`src/design/tcas_pkg.sv`:
```
// Package of the triangle classifier: payload structs, widths, latencies.
// Depends on nothing; used by every module of the block.
package tcas_pkg;

  localparam int SIDE_BITS         = 16;
  localparam int COS_FRAC_BITS_DEF = 30;
  localparam int TOL_W             = 31;
  localparam logic [TOL_W-1:0] TOL_RESET = 31'd1074;

  localparam int PERIM_W = SIDE_BITS + 2;
  localparam int AREA_W  = 35;

  // Cosine magnitude saturates at 2^62, so it needs 63 bits plus a sign.
  localparam int COS_MAG_W     = 63;
  localparam int COS_W         = COS_MAG_W + 1;
  localparam int COS_LIMIT_BIT = 62;

  // Area lane widths.
  localparam int AR_DIF_W  = SIDE_BITS + 1;
  localparam int AR_P1_W   = PERIM_W + AR_DIF_W;
  localparam int AR_P2_W   = 2 * AR_DIF_W;
  localparam int AR_SPLIT  = AR_P2_W / 2;
  localparam int AR_PROD_W = AR_P1_W + AR_P2_W;
  localparam int AR_RAD_W  = AR_PROD_W + 4;
  localparam int AR_RAD_E  = AR_RAD_W + (AR_RAD_W % 2);
  localparam int AR_ROOT_W = AR_RAD_E / 2;
  localparam int AREA_LAT  = 4 + AR_ROOT_W;

  typedef enum logic [1:0] {
    SHAPE_NONE,
    SHAPE_EQUILATERAL,
    SHAPE_ISOSCELES,
    SHAPE_SCALENE
  } shape_t;

  typedef struct packed {
    logic [SIDE_BITS-1:0] first_side_a;
    logic [SIDE_BITS-1:0] first_side_b;
    logic [SIDE_BITS-1:0] first_side_c;
    logic [SIDE_BITS-1:0] second_side_a;
    logic [SIDE_BITS-1:0] second_side_b;
    logic [SIDE_BITS-1:0] second_side_c;
  } tri_item_t;

  typedef struct packed {
    shape_t             shape_class;
    logic [PERIM_W-1:0] perimeter;
    logic [AREA_W-1:0]  area_sixteenths;
    logic               similar_flag;
  } tri_result_t;

  // Cosine lane: two product/difference stages, one stage per quotient bit,
  // one saturation stage.
  function automatic int cos_latency(input int frac_bits);
    return (2 * SIDE_BITS + 1) + frac_bits + 3;
  endfunction

endpackage

```
`src/design/tcas_merge.sv`:
```
// Merge stage: compares the cosines of both triangles against the tolerance.
// Depends on tcas_pkg; two register stages.
module tcas_merge (
  input  logic                              clk,
  input  logic                              en,
  input  logic [tcas_pkg::TOL_W-1:0]        tol,
  input  logic signed [tcas_pkg::COS_W-1:0] cos_a1,
  input  logic signed [tcas_pkg::COS_W-1:0] cos_b1,
  input  logic signed [tcas_pkg::COS_W-1:0] cos_a2,
  input  logic signed [tcas_pkg::COS_W-1:0] cos_b2,
  input  logic [3:0]                        lane_ok,
  output logic                              similar
);

  localparam int DF_W = tcas_pkg::COS_W + 1;

  logic signed [DF_W-1:0] d_a, d_b;
  logic                   m_ok;
  logic signed [DF_W-1:0] tol_pos, tol_neg;

  always_ff @(posedge clk) begin
    if (en) begin
      d_a  <= DF_W'(cos_a1) - DF_W'(cos_a2);
      d_b  <= DF_W'(cos_b1) - DF_W'(cos_b2);
      m_ok <= &lane_ok;
    end
  end

  // |d| < tol is checked as -tol < d < tol, both compares in parallel.
  assign tol_pos = $signed({{(DF_W - tcas_pkg::TOL_W){1'b0}}, tol});
  assign tol_neg = -tol_pos;

  always_ff @(posedge clk) begin
    if (en) begin
      similar <= m_ok && (d_a < tol_pos) && (d_a > tol_neg) &&
                 (d_b < tol_pos) && (d_b > tol_neg);
    end
  end

endmodule

```
`config.mk`:
```
export PLATFORM = sky130hd
export DESIGN_NAME = tcas_merge
export DESIGN_NICKNAME = d
export VERILOG_FILES = /design/src/design/tcas_pkg.sv /design/src/design/tcas_merge.sv
export SDC_FILE = /design/constraint.sdc
export NUM_CORES = 1
export LEC_CHECK = 0
export ABC_AREA = 1
export BUFFER_PORTS_ARGS = -buffer_cell sky130_fd_sc_hd__buf_2
export CAP_MARGIN = 20
export CORE_MARGIN = 4
export CORE_UTILIZATION = 62
export CTS_CLUSTER_DIAMETER = 40
export DETAILED_ROUTE_END_ITERATION = 8
export PLACE_DENSITY = 0.94
export SLEW_MARGIN = 40
export SYNTH_ARGS = -nofsm -noshare
export SYNTH_HDL_FRONTEND = slang
export SYNTH_SLANG_ARGS = --single-unit
```
`constraint.sdc`:
```
create_clock -name clk -period 9 [get_ports clk]
set_clock_uncertainty 0.15 [all_clocks]
set_input_delay 0.9 -clock clk [delete_from_list [all_inputs] [get_ports clk]]
set_output_delay 0.9 -clock clk [all_outputs]
set_load 0.005 [all_outputs]
```
==> out/metrics.yaml <==
final_layout:
  final_nets: 3506
  syn_to_final_growth_pct: 13.7
  finish.utilization: 0.713
  drive_above_1_share: 0.143
  stdcell_count: 3299
yosys:
  synth-main-ff-cell: "edfxtp_1"
  syn-cell-area_um2: 18600
  ys_warn_count: 0
  synth_cells: 2588
  synth_compound_area_frac: 0.187
  synth_cell_types: 56
  syn-num-nets: 3199
  avgSynthCellArea_um2: 7.19
  ys_ff_latch: 132
  synth_xor_area_frac: 0.0678
  synthArstFlopShare: 0
  synth-seq-area-share: 0.213
  synthMuxAreaShare: 0
  synth_edf_count: 132
  synthSimpleGateAreaFrac: 0.211
  synth-adder-area-share: 0.215
  synth_top_family_by_area: "adder cells"
die:
  dieArea_um2: 32800
  die_w_um: 181
  rows: 63
  core_area_um2: 29600
  die_y_um: 181
  top_level_ports: 294
  initial_core_util: 0.627
setup_path:
  r2r_start: "d_a[56]$_DFFE_PP_"
  crit_required_ps: 9030
  worstSetupStartpointType: "primary input"
  arrival_ps: 4860
  worstRegToRegCells: 12
  reg2reg_slack_ps: 6110
  end_kind: "register"
  startpoint: "tol[0]"
  timing_worst_setup_path_type: "in2reg"
  path_max_fanout: 7
clock_network:
  htree_levels: 4
  hold_buffers: 0
  cts_tree: "yes"
  cts_setup_buffers: 0
  cts_buffers: 17
  cts.sinks: 132
  path_clk_slew_ps: 60
  cts_root_buf: "clkbuf_16"
  clock_latency_ps: 430
  cts_max_path_buffers: 2
  cts_resized: 0
global_route:
  grt_start_max_net_pins: 69
  grt_pass1_wl_um: 93900
  globalRouteOverflowTotal: 0
  antenna_found_initial: 2
  grt_pass1_vias: 18800
  grtUsageTotal: 0.351
timing:
  setup_violations: 0
  slew-limit-headroom: 0.420
  rsz0062_at_grt: "false"
  worst_pin_slew_ps: 859
  clock.fmax_mhz: 207
  slew_violations: 0
  hold_violations: 0
  post-route-period-util: 0.536
  hold_slack_ps: 688
  fin_crit_ps: 4830
  fin_tns_setup_ps: 0
power_and_ir_drop:
  p_total_mw: 2.76
  power.density_nw_per_um2: 131
  peakVddDrop_mv: 0.118
  leakage_nw: 10.6
run:
  drv_cap: 0
placed_design:
  portBuffers: 293
  dp_cells: 3266
  hpwl_um: 51700
  place_congestion: 1.05
routing:
  via_per_inst: 5.83
  ant_nets: 0
  routed_wl_um: 59900
  num_vias: 19200
  drc: 0
  drt_first_pass_iters: 9
  avgRoutedWirePerCell_um: 18.2
  drt_iter0_drc: 1708
worst_hold_path:
  min_from: "m_ok$_DFFE_PP_"
  holdPathStages: 4
  min_path_type: "reg2reg"
run_status:
  status: "completed"
==> final cells by class <==
| class | count | area [µm²] |
|---|---|---|
| Multi-Input combinational cell | 1926 | 12600 |
| Fill cell | 2443 | 8490 |
| Sequential cell | 132 | 3960 |
| Inverter | 524 | 1970 |
| Timing Repair Buffer | 294 | 1480 |
| Tap cell | 390 | 488 |
| Clock buffer | 17 | 425 |
| Clock inverter | 14 | 164 |
| Antenna cell | 2 | 5.00 |
==> through the flow <==
step | cell area, µm² | setup WS, ps
after floorplan | 18600 | 4790
after global placement | 20500 | 3840
after detailed placement | 20500 | 3830
after CTS | 21100 | 4270
after global routing | 21100 | 3830
final | 21100 | 4170
==> cell usage in the layout, fill, tap and decap left out, types with 9 or more instances in the layout <==
master     netlist  final
inv_1          519    519
nand2_1        327    327
ha_1           316    316
nor2_1         295    295
a21oi_1        292    292
buf_2            1    292
edfxtp_1       132    132
xor2_1         103    103
o21ai_0        100    100
nand3_1         76     76
nand4_1         50     50
nor3_1          43     42
xnor2_1         41     41
a31oi_1         39     39
nor4_1          37     37
o21a_1          35     35
nand2_2         25     25
clkbuf_16        0     17
a21oi_2         14     14
o21bai_1        14     14
o21ai_2         13     13
o211ai_1        10     10
o21ai_1          9      9
==> critical path, cell delays in order <==
cell	delay (ps)
buf_2	110
inv_1	100
ha_1	290
nand3_4	140
nor2_8	170
nand3_4	120
nor2_1	150
inv_1	100
nor3_1	250
nand2_1	310
nor2_1	530
ha_1	270
nand2_1	110
nor3_1	250
nand2_1	110
nor4b_1	430
nand4_1	190
nand3_1	120
nand2_1	50
nand3_1	90
nor2_2	40
==> worst paths after layout <==
path / to
worst max-delay path: similar$_DFFE_PP_
worst max register to register: similar$_DFFE_PP_
worst min register to register: similar$_DFFE_PP_
worst min-delay path: similar$_DFFE_PP_
==> kinds of logic after synthesis <==
logic type | count (synthesis)
DFF | 132
buffers and inverters | 530
xor gates and xnor gates | 144
adders and majority gates | 318
AOI/OAI and AO/OA | 584
and+or+nand+nor | 880
==> per-layer routing <==
metal,vias to the layer above,part of all wire,global-route usage
li1,9410,-,-
met1,8655,0.40,0.451
met2,955,0.46,0.588
met3,208,0.088,0.0582
met4,2,0.046,0.148
met5,-,0.00020,0
==> cell usage after synthesis (6+ instances only) <==
| cell | count | share of area |
|---|---|---|
| nor3_1 | 43 | 0.012 |
| o21ai_1 | 9 | 0.0024 |
| o2111ai_1 | 6 | 0.0028 |
| nor2_1 | 295 | 0.060 |
| ha_1 | 316 | 0.21 |
| o311ai_0 | 8 | 0.0038 |
| o21a_1 | 35 | 0.014 |
| a21boi_2 | 7 | 0.0042 |
| nand3_1 | 76 | 0.020 |
| a21oi_1 | 292 | 0.079 |
| a21oi_2 | 14 | 0.0066 |
| edfxtp_1 | 132 | 0.21 |
| o21ai_2 | 13 | 0.0061 |
| a31oi_1 | 39 | 0.013 |
| inv_1 | 519 | 0.10 |
| xnor2_1 | 41 | 0.019 |
| nand2_2 | 25 | 0.0084 |
| o21bai_1 | 14 | 0.0057 |
| o211ai_1 | 10 | 0.0040 |
| a211oi_1 | 7 | 0.0028 |
| nand4_1 | 50 | 0.017 |
| nor4_1 | 37 | 0.012 |
| o21ai_0 | 100 | 0.027 |
| nand2_1 | 327 | 0.066 |
| xor2_1 | 103 | 0.049 |
==> sequential cells by signal, indices dropped and copies added (netlist names) <==
name	cells
d_a	65
similar	1
m_ok	1
d_b	65
==> where the power goes <==
group | switching [mW] | leakage (nW) | internal [mW]
Sequential | 0.0829 | 1.29 | 0.823
Combinational | 0.716 | 9.07 | 0.430
Clock | 0.278 | 0.284 | 0.432
Total | 1.08 | 10.6 | 1.68
Note: power is estimated with default switching activity, not from simulation.
